[config.mk]
export PLATFORM = sky130hd
export DESIGN_NAME = ultrasonic_ranger_command_unit_top
export DESIGN_NICKNAME = d
export VERILOG_FILES = /design/src/design/urcu_pkg.sv /design/src/design/ultrasonic_ranger_command_unit_top.sv
export SDC_FILE = /design/constraint.sdc
export NUM_CORES = 1
export LEC_CHECK = 0
export BUFFER_PORTS_ARGS = -buffer_cell sky130_fd_sc_hd__buf_4
export CAP_MARGIN = 15
export CORE_MARGIN = 5
export CORE_UTILIZATION = 66
export DETAILED_ROUTE_END_ITERATION = 8
export MAX_ROUTING_LAYER = met4
export PLACE_DENSITY = 0.86
export SLEW_MARGIN = 15
export SYNTH_ARGS = -nofsm -noshare
export SYNTH_HDL_FRONTEND = slang
export SYNTH_SLANG_ARGS = --single-unit
[constraint.sdc]
create_clock -name clk -period 11.7 [get_ports clk]
set_input_delay 0.585 -clock clk [delete_from_list [all_inputs] [get_ports clk]]
set_output_delay 0.585 -clock clk [all_outputs]
set_load 0.01 [all_outputs]
[src/design/urcu_pkg.sv]
// ---------------------------------------------------------------------------
// urcu_pkg
// Shared status codes and reset constants of the ranger command unit.
// ---------------------------------------------------------------------------
`default_nettype none

package urcu_pkg;

	localparam logic [2:0] ST_OK       = 3'd0;
	localparam logic [2:0] ST_UNKNOWN  = 3'd1;
	localparam logic [2:0] ST_DISABLED = 3'd2;
	localparam logic [2:0] ST_GATE     = 3'd3;
	localparam logic [2:0] ST_NOMOD    = 3'd4;
	localparam logic [2:0] ST_NOECHO   = 3'd5;
	localparam logic [2:0] ST_OVFL     = 3'd6;

	localparam logic [6:0] ADDR_DEFAULT  = 7'h40;
	localparam logic [3:0] LIMIT_DEFAULT = 4'hf;

	localparam logic [1:0] CFG_RESTORE = 2'b10;
	localparam logic [1:0] SUB_CONFIG  = 2'd0;
	localparam logic [1:0] SUB_REBOOT  = 2'd1;
	localparam logic [1:0] GRP_MINMAX  = 2'd1;
	localparam logic [1:0] GRP_ENABLE  = 2'd2;

	localparam logic [14:0] WINDOW_NONE = 15'd16384;

endpackage

`default_nettype wire

[src/design/ultrasonic_ranger_command_unit_top.sv]
// ---------------------------------------------------------------------------
// ultrasonic_ranger_command_unit_top
// Command decoder and per-channel statistics store of a multi-channel ranger.
// ---------------------------------------------------------------------------
// A request is taken at a clock edge where start is high and busy is low; it
// carries the command byte and the echo capture of the addressed channel.
// Per-channel peak, least and gate-pending state sit in one synchronous
// memory read at the accepting edge. The execute state decodes the command,
// writes the entry back and registers the reply; done is registered at the
// end of the execute state and is high for exactly one cycle, and busy is
// low again in that cycle, so a new request may be accepted while the reply
// is shown. The receiver cannot stall: done marks each reply for its one
// strobe cycle, and the reply ports hold it until the next request executes.
// Echo limits, the enable mask, the address and the lamp live in registers;
// restoring defaults rewrites the limits, the mask and the address at once.
// Reset (arst_n low) marks every memory entry as holding its reset value
// (peak 0, least all ones, gate clear), sets limits to 15, all channels
// enabled, address 0x40, lamp off. No clearing pass is needed.
// ---------------------------------------------------------------------------
`default_nettype none

module ultrasonic_ranger_command_unit_top #(
	parameter int NUM_CHANNELS = 8,
	parameter int READING_BITS = 16
) (
	input  wire logic        clk,
	input  wire logic        arst_n,
	input  wire logic        start,
	output logic             busy,
	input  wire logic [7:0]  command_byte,
	input  wire logic [15:0] echo_ticks,
	input  wire logic        window_expired,
	input  wire logic        counter_overflow,
	input  wire logic        line_stuck,
	output logic             done,
	output logic [15:0]      reply_value,
	output logic [2:0]       status,
	output logic [14:0]      window_ticks,
	output logic             overflow_lamp,
	output logic [6:0]       bus_address
);

	localparam int CH_W = (NUM_CHANNELS > 1) ? $clog2(NUM_CHANNELS) : 1;
	localparam int RB   = READING_BITS;
	localparam int EW   = 2 * RB + 1;

	localparam logic S_IDLE = 1'b0;
	localparam logic S_EXEC = 1'b1;

	logic state_q;
	logic acc;
	logic chv_in;

	logic [EW-1:0] mem [NUM_CHANNELS];
	logic [NUM_CHANNELS-1:0] vld_q;
	logic [3:0] lim_q [NUM_CHANNELS];
	logic [NUM_CHANNELS-1:0] en_q;
	logic [6:0] addr_q;
	logic lamp_q;

	logic [7:0]    cmd_s1;
	logic [RB-1:0] ticks_s1;
	logic          exp_s1;
	logic          ovf_s1;
	logic          gto_s1;
	logic [EW-1:0] rd_s1;
	logic          vld_s1;

	logic [2:0]      ch;
	logic [CH_W-1:0] idx;
	logic            chv;
	logic [RB-1:0]   peak_c;
	logic [RB-1:0]   least_c;
	logic            gate_c;
	logic [RB-1:0]   peak_n;
	logic [RB-1:0]   least_n;
	logic            gate_n;
	logic            wr_en;
	logic [3:0]      lim_c;
	logic            lim_we;
	logic            restore;
	logic [3:0]      lim_after;
	logic [NUM_CHANNELS-1:0] en_n;
	logic [6:0]      addr_n;
	logic            lamp_n;
	logic [15:0]     reply_n;
	logic [2:0]      st_n;
	logic [14:0]     win_n;

	assign acc    = start && !busy;
	assign busy   = (state_q == S_EXEC);
	assign chv_in = ({1'b0, command_byte[2:0]} < 4'(NUM_CHANNELS));

	always_ff @(posedge clk or negedge arst_n) begin
		if (!arst_n) begin
			state_q <= S_IDLE;
			done    <= 1'b0;
			vld_s1  <= 1'b0;
		end else begin
			case (state_q)
				S_IDLE: begin
					done <= 1'b0;
					if (acc) begin
						state_q <= S_EXEC;
						vld_s1  <= chv_in && vld_q[command_byte[CH_W-1:0]];
					end
				end
				S_EXEC: begin
					state_q <= S_IDLE;
					done    <= 1'b1;
				end
				default: begin
					state_q <= S_IDLE;
					done    <= 1'b0;
				end
			endcase
		end
	end

	// request capture and memory read
	always_ff @(posedge clk) begin
		if (acc) begin
			cmd_s1   <= command_byte;
			ticks_s1 <= echo_ticks[RB-1:0];
			exp_s1   <= window_expired;
			ovf_s1   <= counter_overflow;
			gto_s1   <= line_stuck;
			if (chv_in) begin
				rd_s1 <= mem[command_byte[CH_W-1:0]];
			end
		end
	end

	always_ff @(posedge clk) begin
		if (state_q == S_EXEC && wr_en) begin
			mem[idx] <= {gate_n, least_n, peak_n};
		end
	end

	assign ch  = cmd_s1[2:0];
	assign idx = cmd_s1[CH_W-1:0];
	assign chv = ({1'b0, ch} < 4'(NUM_CHANNELS));

	always_comb begin
		if (vld_s1) begin
			gate_c  = rd_s1[EW-1];
			least_c = rd_s1[2*RB-1:RB];
			peak_c  = rd_s1[RB-1:0];
		end else begin
			gate_c  = 1'b0;
			least_c = '1;
			peak_c  = '0;
		end
	end

	assign lim_c = lim_q[idx];

	always_comb begin
		peak_n  = peak_c;
		least_n = least_c;
		gate_n  = gate_c;
		wr_en   = 1'b0;
		lim_we  = 1'b0;
		restore = 1'b0;
		en_n    = en_q;
		addr_n  = addr_q;
		lamp_n  = lamp_q;
		reply_n = '0;
		st_n    = urcu_pkg::ST_OK;
		if (cmd_s1[7]) begin
			if (!chv) begin
				st_n = urcu_pkg::ST_DISABLED;
			end else begin
				reply_n = 16'(lim_c);
				lim_we  = 1'b1;
			end
		end else if (cmd_s1[6:4] == 3'd0) begin
			if (!chv) begin
				st_n = urcu_pkg::ST_DISABLED;
			end else if (cmd_s1[3]) begin
				reply_n = 16'(lim_c);
			end else if (!en_q[idx]) begin
				st_n = urcu_pkg::ST_DISABLED;
			end else if (gate_c && gto_s1) begin
				st_n = urcu_pkg::ST_GATE;
			end else begin
				wr_en  = 1'b1;
				gate_n = 1'b0;
				if (exp_s1) begin
					if (ticks_s1 == '0) begin
						st_n = urcu_pkg::ST_NOMOD;
					end else begin
						st_n   = urcu_pkg::ST_NOECHO;
						gate_n = 1'b1;
						lamp_n = 1'b1;
					end
				end else if (ovf_s1) begin
					st_n   = urcu_pkg::ST_OVFL;
					gate_n = 1'b1;
					lamp_n = 1'b1;
				end else begin
					reply_n = 16'(ticks_s1);
					lamp_n  = 1'b0;
					if (ticks_s1 > peak_c) begin
						peak_n = ticks_s1;
					end
					if (ticks_s1 < least_c) begin
						least_n = ticks_s1;
					end
				end
			end
		end else if (cmd_s1[6:4] == 3'd1) begin
			if (cmd_s1[3:2] == urcu_pkg::SUB_CONFIG) begin
				restore = (cmd_s1[1:0] == urcu_pkg::CFG_RESTORE);
				if (restore) begin
					addr_n = urcu_pkg::ADDR_DEFAULT;
					en_n   = '1;
				end
			end else if (cmd_s1[3:2] != urcu_pkg::SUB_REBOOT) begin
				st_n = urcu_pkg::ST_UNKNOWN;
			end
		end else if (cmd_s1[6:5] == urcu_pkg::GRP_MINMAX) begin
			if (!chv) begin
				st_n = urcu_pkg::ST_DISABLED;
			end else if (cmd_s1[3]) begin
				wr_en = 1'b1;
				if (cmd_s1[4]) begin
					peak_n = '0;
				end else begin
					least_n = '1;
				end
			end else begin
				reply_n = cmd_s1[4] ? 16'(peak_c) : 16'(least_c);
			end
		end else if (cmd_s1[6:5] == urcu_pkg::GRP_ENABLE) begin
			if (!chv) begin
				st_n = urcu_pkg::ST_DISABLED;
			end else begin
				reply_n = 16'(en_q[idx]);
				if (cmd_s1[3]) begin
					en_n[idx] = cmd_s1[4];
				end
			end
		end else begin
			reply_n = 16'(addr_q);
			addr_n  = urcu_pkg::ADDR_DEFAULT | {2'b00, cmd_s1[4:0]};
		end
	end

	always_comb begin
		if (lim_we) begin
			lim_after = cmd_s1[6:3];
		end else if (restore) begin
			lim_after = urcu_pkg::LIMIT_DEFAULT;
		end else begin
			lim_after = lim_c;
		end
		if (chv) begin
			win_n = {5'({1'b0, lim_after} + 5'd1), 10'd0};
		end else begin
			win_n = urcu_pkg::WINDOW_NONE;
		end
	end

	always_ff @(posedge clk or negedge arst_n) begin
		if (!arst_n) begin
			vld_q  <= '0;
			en_q   <= '1;
			addr_q <= urcu_pkg::ADDR_DEFAULT;
			lamp_q <= 1'b0;
			for (int i = 0; i < NUM_CHANNELS; i++) begin
				lim_q[i] <= urcu_pkg::LIMIT_DEFAULT;
			end
		end else if (state_q == S_EXEC) begin
			en_q   <= en_n;
			addr_q <= addr_n;
			lamp_q <= lamp_n;
			if (wr_en) begin
				vld_q[idx] <= 1'b1;
			end
			if (restore) begin
				for (int i = 0; i < NUM_CHANNELS; i++) begin
					lim_q[i] <= urcu_pkg::LIMIT_DEFAULT;
				end
			end else if (lim_we) begin
				lim_q[idx] <= cmd_s1[6:3];
			end
		end
	end

	always_ff @(posedge clk) begin
		if (state_q == S_EXEC) begin
			reply_value   <= reply_n;
			status        <= st_n;
			window_ticks  <= win_n;
			overflow_lamp <= lamp_n;
			bus_address   <= addr_n;
		end
	end

endmodule

`default_nettype wire

# After elaboration in Yosys (flattened, before gate mapping)
# Memory sizes are Yosys's and may differ from the RTL's. A register that Yosys moved wholly into a read port is not among the register bits.
# Cells that the tools add are included.
op_classes:
  div: 0
  shift: 0
  reduce_logical: 16
  n_bitwise: 5
  mux: 112
  n_eq_ne: 8
  multipliers: 0
  add_sub_neg: 1
  magnitude_cmp: 7
op_table:
  columns: ["op", "count"]
  rows:
  - ["two-way mux 16 bit", 36]
  - ["two-way mux 32 bit", 2]
  - ["two-way mux 7 bit", 8]
  - ["two-way mux 8 bit", 6]
  - ["two-way mux 1 bit", 38]
  - ["bitwise mux 32 bit", 1]
  - ["two-way mux 4 bit", 6]
  - ["two-way mux 3 bit", 7]
  - ["greater-than comparator 16 bit", 1]
  - ["zero test 16 bit", 1]
  - ["less-than comparator 16 bit", 1]
  - ["binary-select mux 4 bit (select 3 bit)", 1]
  - ["demux 4 bit (select 3 bit)", 1]
  - ["bitwise mux 8 bit", 1]
  - ["less-than comparator 3 x 4 -> 1 bit (second input constant)", 2]
  - ["OR 8 bit", 1]
  - ["AND reduction 8 bit", 1]
  - ["binary-select mux 1 bit (select 3 bit)", 2]
  - ["inequality test 2 x 1 -> 1 bit (second input constant)", 3]
  - ["AND reduction 2 bit", 3]
  - ["nonzero test 2 bit", 3]
  - ["adder 4 x 1 -> 5 bit (second input constant)", 1]
  - ["logical AND 1 bit", 5]
  - ["== test 2 bit (second input constant)", 2]
  - ["13 further kinds", 16]
word_totals:
  input_bits: 30
  memories: 1
  mem_bits_ro: 0
  wordCells: 176
  reg_bits: 118
  out_inout_bits: 44
  latchBits: 0
  ram_bits: 264
memory_table:
  columns: ["name", "words", "word_bits", "rd", "rd_clocked_by_memory_dff", "wr", "line", "source"]
  rows:
  - ["mem", 8, 33, 1, 1, 1, "ultrasonic_ranger_command_unit_top.sv:54", "logic [EW-1:0] mem [NUM_CHANNELS];"]

# Longest topological paths before layout
# Gate-level depths: netlist (run 1).
depth:
  depth_word: 10
  ltp_mapped: 12
  depth_no_buf: 8

# Worst setup path before layout (run 1)
# No wires, ideal clock.
synth_timing:
  kind: "register -> register"
  start: "reg state_q, in the netlist busy"
  end: "mem mem[2][0] in the netlist's numbering (enable)"
  arrival_ns: 4.352
  setup_slack_ns: 6.883
  stages_incl_launch_ff: 7
  setup_ns: 0.464
  required_time_ns: 11.236
  period_less_slack_ns: 4.817
  path_buffers: 2
  path_cell_list: "dfrtp_1 nor2b_1 clkbuf_1 nand4_1 o21a_1 buf_2 nor3_1"
synth_between:
  elab_chain_cells: 3
synth_rtl:
  columns: ["element", "line", "source"]
  rows:
  - ["start: declaration", "ultrasonic_ranger_command_unit_top.sv:50", "logic state_q;"]
  - ["start signal: assignment", "ultrasonic_ranger_command_unit_top.sv:96", "state_q <= S_IDLE;"]
  - ["start signal: assignment", "ultrasonic_ranger_command_unit_top.sv:104", "state_q <= S_EXEC;"]
  - ["start signal: assignment", "ultrasonic_ranger_command_unit_top.sv:109", "state_q <= S_IDLE;"]
  - ["logical AND 1 bit", "ultrasonic_ranger_command_unit_top.sv:135", "if (state_q == S_EXEC && wr_en) begin"]
  - ["two-way mux 1 bit", "ultrasonic_ranger_command_unit_top.sv:135", null]
  - ["two-way mux 1 bit (not written as such)", "ultrasonic_ranger_command_unit_top.sv:136", "mem[idx] <= {gate_n, least_n, peak_n};"]
  - ["end: declaration", "ultrasonic_ranger_command_unit_top.sv:54", null]
# Every way passes these cells.

# Worst setup path in the final report (run 1)
layout_timing:
  start: "reg cmd_s1[1]"
  end: "mem mem[6][27] in the netlist's numbering (data pin)"
layout_between:
  elab_chain_cells: 6
layout_rtl:
  columns: ["element", "line", "source"]
  rows:
  - ["start: declaration", "ultrasonic_ranger_command_unit_top.sv:61", "logic [7:0] cmd_s1;"]
  - ["start signal: assignment", "ultrasonic_ranger_command_unit_top.sv:123", "cmd_s1 <= command_byte;"]
  - ["binary-select mux 1 bit (select 3 bit)", "ultrasonic_ranger_command_unit_top.sv:182", "end else if (!en_q[idx]) begin"]
  - ["two-way mux 1 bit (not written as such)", "ultrasonic_ranger_command_unit_top.sv:182", null]
  - ["two-way mux 16 bit", "ultrasonic_ranger_command_unit_top.sv:182", null]
  - ["two-way mux 16 bit", "ultrasonic_ranger_command_unit_top.sv:180", "end else if (cmd_s1[3]) begin"]
  - ["two-way mux 16 bit", "ultrasonic_ranger_command_unit_top.sv:177", "end else if (cmd_s1[6:4] == 3'd0) begin"]
  - ["two-way mux 16 bit", "ultrasonic_ranger_command_unit_top.sv:170", "if (cmd_s1[7]) begin"]
  - ["via least_n[11]", "ultrasonic_ranger_command_unit_top.sv:76", "logic [RB-1:0] least_n;"]
# The timed path passes the listed nets, and every way through them passes these cells. The select of a mux whose other input is x is not followed.

==> results.yml, run 1 <==
run_status:
  status: "complete, no violations"
yosys:
  yosysWarningCount: 0
  postSynth.asyncResetShare_pct: 14.2
  synth_seq_cells: 415
  synth_edf_count: 356
  netlist_area_mm2: 0.0181
  ys.flop_type: "edfxtp_1"
  syn-instance-count: 1160
  netlist_top_cells_area: "edfxtp_1 (59%), mux4_2 (8.7%), dfstp_2 (6.0%)"
  synth_area_per_cell_um2: 15.6
  ys_seq_area_share_pct: 67.7
  yosys.area.top_type: "edfxtp_1"
  synth_cell_type_count: 64
  synthDominantCellAreaShare_pct: 59.2
place:
  dp_hpwl_um: 25000
  portBuffers: 63
  routabilityCongestion: 0.904
  place_inst: 1508
die:
  initial_core_util_pct: 67.0
  die_y_um: 175
  dieArea_mm2: 0.0308
  die_w_um: 175
  ios: 74
  core-area_mm2: 0.0270
  rows: 60
setup_path:
  path_class: "reg -> reg"
  worst-endpoint-required_ps: 11930
  critPathMaxFanout: 32
  crit_arrival_ps: 4440
  slowest_stage: "nor3_1"
  cp_slowest_stage_delay_ps: 1010
  r2r_cells: 7
  start_kind: "flop"
  endpoint_kind: "flop"
  cpMostUsedCell: "buf_4"
  path_cells: "nor3_1, a221o_1, nor3b_4, buf_4, o2111ai_2, buf_4, mux2_1"
clock_tree:
  clock_path_buffers: 3
  htreeDepth: 2
  path_clk_slew_ps: 60
  cts.sinks: 415
  cts-root-buf: "clkbuf_16"
  numCtsBuffers: 42
  hold_buffers: 0
  post_cts_buffers: 0
  cts_tree: "done"
  insertion_delay_ps: 540
  post_cts_resized: 0
grt:
  antenna_found_initial: 1
  first_global_vias: 11000
  grt_start_max_net_pins: 70
  overflow: 0
  grt.total_usage_pct: 28.6
  grt_pass1_wl_um: 65100
timing:
  timing.final.crit_share_pct: 36.0
  max_slew.worst_pin.slew_ps: 1070
  hold_violations: 0
  tns_ps: 0
  finalClockSkew_ps: 14.2
  setup_violations: 0
  slew_headroom_pct: 28.1
  rsz0062_at_grt: "false"
  fin_crit_ps: 4210
  hold_ws_ps: 134
  fmax_mhz: 238
  drv_slew: 0
detailed_routing:
  totalWireLength_um: 42100
  drt_first_iter_violations: 1368
  drc: 0
  drtPass1Iterations: 6
  viasPerCell: 6.88
  via_count: 10900
  wl_per_cell_um: 26.6
  ant_nets: 0
power_and_ir_drop:
  finalPower_mw: 3.36
  vdd_drop_max_mv: 0.153
  leakagePower_nw: 6.97
  power_density_mw_per_mm2: 167
flow_run:
  drv_cap: 0
finish:
  nFillCells: 1522
  regArea_mm2: 0.0122
  instances_no_fill: 1583
  layout-drive-gt1-share_pct: 25.8
  areaGrowthSynthToFinish_pct: 11.7
  multi_input_area_mm2: 0.00551
  layout.nets: 1273
hold_path:
  hold_path.class: "in -> async"
[registers in the layout, indices dropped and copies added, names as in the netlist, 3 cells and up]
name / cells
vld_q: 8
window_ticks: 5
rd_s1: 33
cmd_s1: 8
mem: 264
lim_q: 32
addr_q: 7
ticks_s1: 16
status: 3
reply_value: 16
bus_address: 7
en_q: 8
[worst paths after layout]
path | startpoint | slack, ps | endpoint
max in group asynchronous | arst_n | 11030 | busy
worst min register to register | vld_q[2] | 460 | vld_q[2]
worst max register to register | cmd_s1[1] | 7490 | mem[6][27]
min in group clk | line_stuck | 220 | gto_s1
worst min-delay path | arst_n | 130 | busy
worst max-delay path | cmd_s1[1] | 7490 | mem[6][27]
[layout make-up]
class / count / share of cell area, %
Antenna cell: 1 / 0.0124
Clock buffer: 60 / 5.98
Clock inverter: 14 / 0.695
Inverter: 11 / 0.205
Multi-Input combinational cell: 657 / 27.3
Sequential cell: 415 / 60.6
Tap cell: 341 / 2.11
Timing Repair Buffer: 84 / 3.13
[through the flow]
stage | cell area [µm²] | util, % | setup slack [ps]
6_report | 20200 | 74.9 | 7490
5_1_grt | 20200 | 74.9 | 7380
4_1_cts | 20200 | 74.8 | 7620
3_5_place_dp | 18800 | 69.8 | 7660
3_3_place_gp | 18800 | 69.8 | 7830
2_1_floorplan | 18100 | - | 6880
[Yosys cell counts, types with 3 or more instances]
cell	instances
o21bai_1	4
mux2_1	10
o31ai_2	10
a2bb2oi_1	4
buf_6	4
ha_1	32
a21oi_1	61
mux2i_1	8
clkbuf_1	63
dfstp_2	41
nor3_1	7
a21o_1	18
a221o_1	5
buf_4	10
o22a_1	3
buf_1	6
nand2_1	72
nand3_1	10
mux2_2	42
and2_1	6
a22o_1	7
inv_1	11
nor2_1	86
nand4_1	26
o21ai_0	46
nor2b_1	33
nand2b_1	5
and3_1	5
buf_2	3
o211ai_1	7
a32o_1	4
mux4_2	70
a22oi_1	3
edfxtp_1	356
nor4_1	5
o31ai_1	7
a31oi_1	19
dfrtp_1	18
[routing by layer]
layer / up-vias / global-route usage [%] / wire [µm]
li1: 4625 / - / -
met1: 5436 / 38.5 / 15600
met2: 699 / 45.3 / 20700
met3: 135 / 5.40 / 4390
met4: 0 / 8.90 / 1360
met5: - / - / 0
[cell families (layout without fill, tap and decap cells)]
logic type               Yosys count  after routing  share of synthesized area [%]
flip-flops                       415            415                           67.7
AO/OA/AOI/OAI                    215            215                           7.98
AND/OR/NAND/NOR                  267            267                           7.11
other                              1             11                         0.0208
multiplexers                     131            131                           12.5
adder cells (fa/ha/maj)           32             32                           2.22
buffers and inverters             97            169                           2.41
XOR/XNOR                           2              2                         0.0970
[critical path, delay by kind of cell, from the launching register on]
kind,cells,cell delay [ps]
AO/OA/AOI/OAI,2,750
flip-flops,1,760
AND/OR/NAND/NOR,2,1230
buffers and inverters,2,670
multiplexers,1,460
[power by group]
part           leakage (nW)  internal, mW  switching [mW]  total (mW)
logic                  2.39         0.124           0.179       0.303
clock network         0.655         0.780           0.527        1.31
registers              3.92          1.70          0.0485        1.75
total                  6.97          2.60           0.755        3.36
[cells in the final DEF, fill, tap and decap left out, types with 5 or more instances in the layout]
cell,synthesis,final
a31oi_1,19,19
edfxtp_1,356,356
a21oi_1,61,61
mux2_1,10,10
clkbuf_16,0,45
a22o_1,7,7
nand3_1,10,10
nor2b_1,33,32
nor3_1,7,5
o211ai_1,7,7
o21ai_0,46,46
and3_1,5,5
a221o_1,5,5
clkinv_1,0,6
a21o_1,18,18
conb_1,1,10
dfstp_2,41,41
o31ai_2,10,10
mux2i_1,8,8
mux2_2,42,42
clkbuf_1,63,12
buf_4,10,84
nor4_1,5,5
nor2_1,86,80
nand2b_1,5,5
nand4_1,26,26
and2_1,6,6
inv_1,11,11
nand2_1,72,72
ha_1,32,32
nor2_4,0,6
mux4_2,70,70
dfrtp_1,18,17
o31ai_1,7,7
Power figures use the tool's default switching activity.
==> inputs of run 2 (changes only) <==
--- a/config.mk
+++ b/config.mk
@@ -8,10 +8,10 @@
 export BUFFER_PORTS_ARGS = -buffer_cell sky130_fd_sc_hd__buf_4
 export CAP_MARGIN = 15
 export CORE_MARGIN = 5
-export CORE_UTILIZATION = 66
+export CORE_UTILIZATION = 56
 export DETAILED_ROUTE_END_ITERATION = 8
 export MAX_ROUTING_LAYER = met4
-export PLACE_DENSITY = 0.86
+export PLACE_DENSITY = 0.78
 export SLEW_MARGIN = 15
 export SYNTH_ARGS = -nofsm -noshare
 export SYNTH_HDL_FRONTEND = slang
==> constraint.sdc (replaced) <==
create_clock -name clk -period 3.75 [get_ports clk]
set_input_delay 0.1875 -clock clk [delete_from_list [all_inputs] [get_ports clk]]
set_output_delay 0.1875 -clock clk [all_outputs]
set_load 0.01 [all_outputs]
==> run 2 against run 1 <==
Effect of this change: sequential share of layout area down 1.7 points; via count decreased by 0.15%; core utilization down 9.4 points; hold slack got worse by 14 ps; critical path type unchanged; critical endpoint is now mem[1][26]; largest cell class unchanged; highest routed layer unchanged.
==> results.yml, run 2 (synthesis results as in run 1) <==
detailed_routing:
  ant_nets: 0
  drt_first_iter_violations: 1142
  viasPerCell: 6.43
  totalWireLength_um: 42300
  drtPass1Iterations: 5
  drc: 0
  via_count: 10900
  wl_per_cell_um: 25.0
timing:
  max_slew.worst_pin.slew_ps: 1050
  hold_ws_ps: 120
  slew_headroom_pct: 29.6
  fin_crit_ps: 3550
  setup_violations: 0
  hold_violations: 0
  setup_ws_ps: 200
  rsz0062_at_grt: "false"
  finalClockSkew_ps: 17.2
  fmax_mhz: 282
  drv_slew: 0
  timing.final.crit_share_pct: 94.7
die:
  dieArea_mm2: 0.0359
  rows: 65
  initial_core_util_pct: 56.9
  core-area_mm2: 0.0317
  die_w_um: 190
  ios: 74
  die_y_um: 190
finish:
  areaGrowthSynthToFinish_pct: 15.0
  layout-drive-gt1-share_pct: 27.3
  reg.largest.list: "mem: 264 flops, rd_s1: 33 flops, lim_q: 32 flops"
  layout.cells.most_common_list: "edfxtp_1 (356), buf_4 (104), nor2_1 (80)"
  insertedDiodeCount: 0
  nFillCells: 2112
  largest-register: "mem"
  final_common_cell: "edfxtp_1"
  largest_reg_flops: 264
  layout.nets: 1321
setup_path:
  worst-endpoint-required_ps: 3990
  endpoint_kind: "flop"
  crit_end: "mem[1][26]"
  start_kind: "flop"
  worstReg2RegEnd: "mem[1][26]"
  r2r-start: "cmd_s1[2]"
  r2r_setup_slack_ps: 200
  critPathLaunch: "cmd_s1[2]"
  crit_arrival_ps: 3790
  r2r_cells: 7
  path_class: "reg -> reg"
  critPathMaxFanout: 18
grt:
  grt_start_max_net_pins: 70
  antenna_found_initial: 0
  first_global_vias: 10800
  grt_pass1_wl_um: 65000
  grt.total_usage_pct: 24.3
  overflow: 0
clock_tree:
  numCtsBuffers: 41
  post_cts_resized: 0
  clock_path_buffers: 3
  cts-root-buf: "clkbuf_16"
  cts_tree: "done"
  path_clk_slew_ps: 60
  cts.sinks: 415
  htreeDepth: 2
  post_cts_buffers: 0
  insertion_delay_ps: 540
hold_path:
  hold_path.class: "in -> reg"
power_and_ir_drop:
  clock_power_share_pct: 39.2
  power_switching_mw: 2.42
  comb_power_share_pct: 9.4
  vdd_drop_max_mv: 0.300
  leakagePower_nw: 7.24
  sw_frac_of_total_pct: 22.8
  power_density_mw_per_mm2: 510
  pwr-share-seq_pct: 51.4
  p_int_mw: 8.16
place:
  portBuffers: 63
  post-place-ws_ps: 299
  dp_hpwl_um: 25100
  routabilityCongestion: 0.891
run_status:
  status: "complete, no violations"
flow_run:
  drv_cap: 0
==> run 2: cell count changes in the layout (fill, tap and decap cells not counted), sizes merged <==
cell | before | now
dlygate4sd3 | 0 | 25
buf | 84 | 108
clkbuf | 60 | 51
clkinv | 10 | 15
inv | 11 | 14
bufinv | 3 | 4
clkinvlp | 1 | 2
diode | 1 | 0
==> run 2: power groups by stage <==
stage	combinational (mW)	clock (mW)	sequential, mW
detailed placement	0.962	0	5.52
floorplan	0.640	0	5.49
CTS	0.992	4.19	5.43
finish	0.997	4.14	5.44
global route	1.09	4.41	5.45
global placement	0.932	0	5.52
==> run 2: layout make-up <==
| cell class | instances | area (µm²) | area share, % |
|---|---|---|---|
| sequential | 415 | 12200 | 58.9 |
| multi-input combinational | 657 | 5520 | 26.6 |
| clock buffer | 51 | 1130 | 5.47 |
| inverter | 11 | 41.3 | 0.199 |
| timing repair buffer | 133 | 1110 | 5.35 |
| tap | 402 | 503 | 2.42 |
| clock inverter | 24 | 229 | 1.10 |
==> run 2: worst min path at each step <==
stage | end | slack, ps | startpoint | depth (start not counted)
6_report | busy | 120 | start | 2
3_5_place_dp | busy | 310 | arst_n | 1
4_1_cts | busy | 130 | start | 2
2_1_floorplan | addr_q[0] | -110 | arst_n | 0
3_3_place_gp | done | 310 | arst_n | 1
5_1_grt | busy | 130 | start | 2
==> run 2: worst max-delay path: stages, from the launching register on <==
cell	delay [ps]
edfxtp_1	690
nor2b_1	240
a221o_1	170
a221o_1	200
nor3b_4	690
o2111ai_2	510
buf_12	300
mux2_1	440
==> run 2: per-layer routing <==
| metal | wire length [µm] | vias up | track usage, % | part of all wire [%] |
|---|---|---|---|---|
| li1 | - | 4726 | - | - |
| met1 | 17200 | 5546 | 33.3 | 41 |
| met2 | 20500 | 522 | 38.3 | 48 |
| met3 | 3450 | 85 | 4.13 | 8.2 |
| met4 | 1110 | 0 | 7.18 | 2.6 |
| met5 | 0 | - | - | 0 |
==> run 2: through the flow <==
stage	util (%)	setup TNS (ps)	cell area (µm²)	instances	power (mW)
6_report	65.4	0	20800	1693	10.6
5_1_grt	65.4	0	20800	1693	11.0
4_1_cts	65.4	0	20800	1693	10.6
3_5_place_dp	60.4	0	19100	1593	6.49
3_3_place_gp	60.4	0	19100	1593	6.45
2_1_floorplan	-	-37110	18100	1169	6.13
==> run 2: repair_timing <==
action / 4_1_cts / 5_1_grt
setup endpoints to repair: 0 / 0
hold buffers: 25 / 0
hold endpoints to repair: 42 / 0
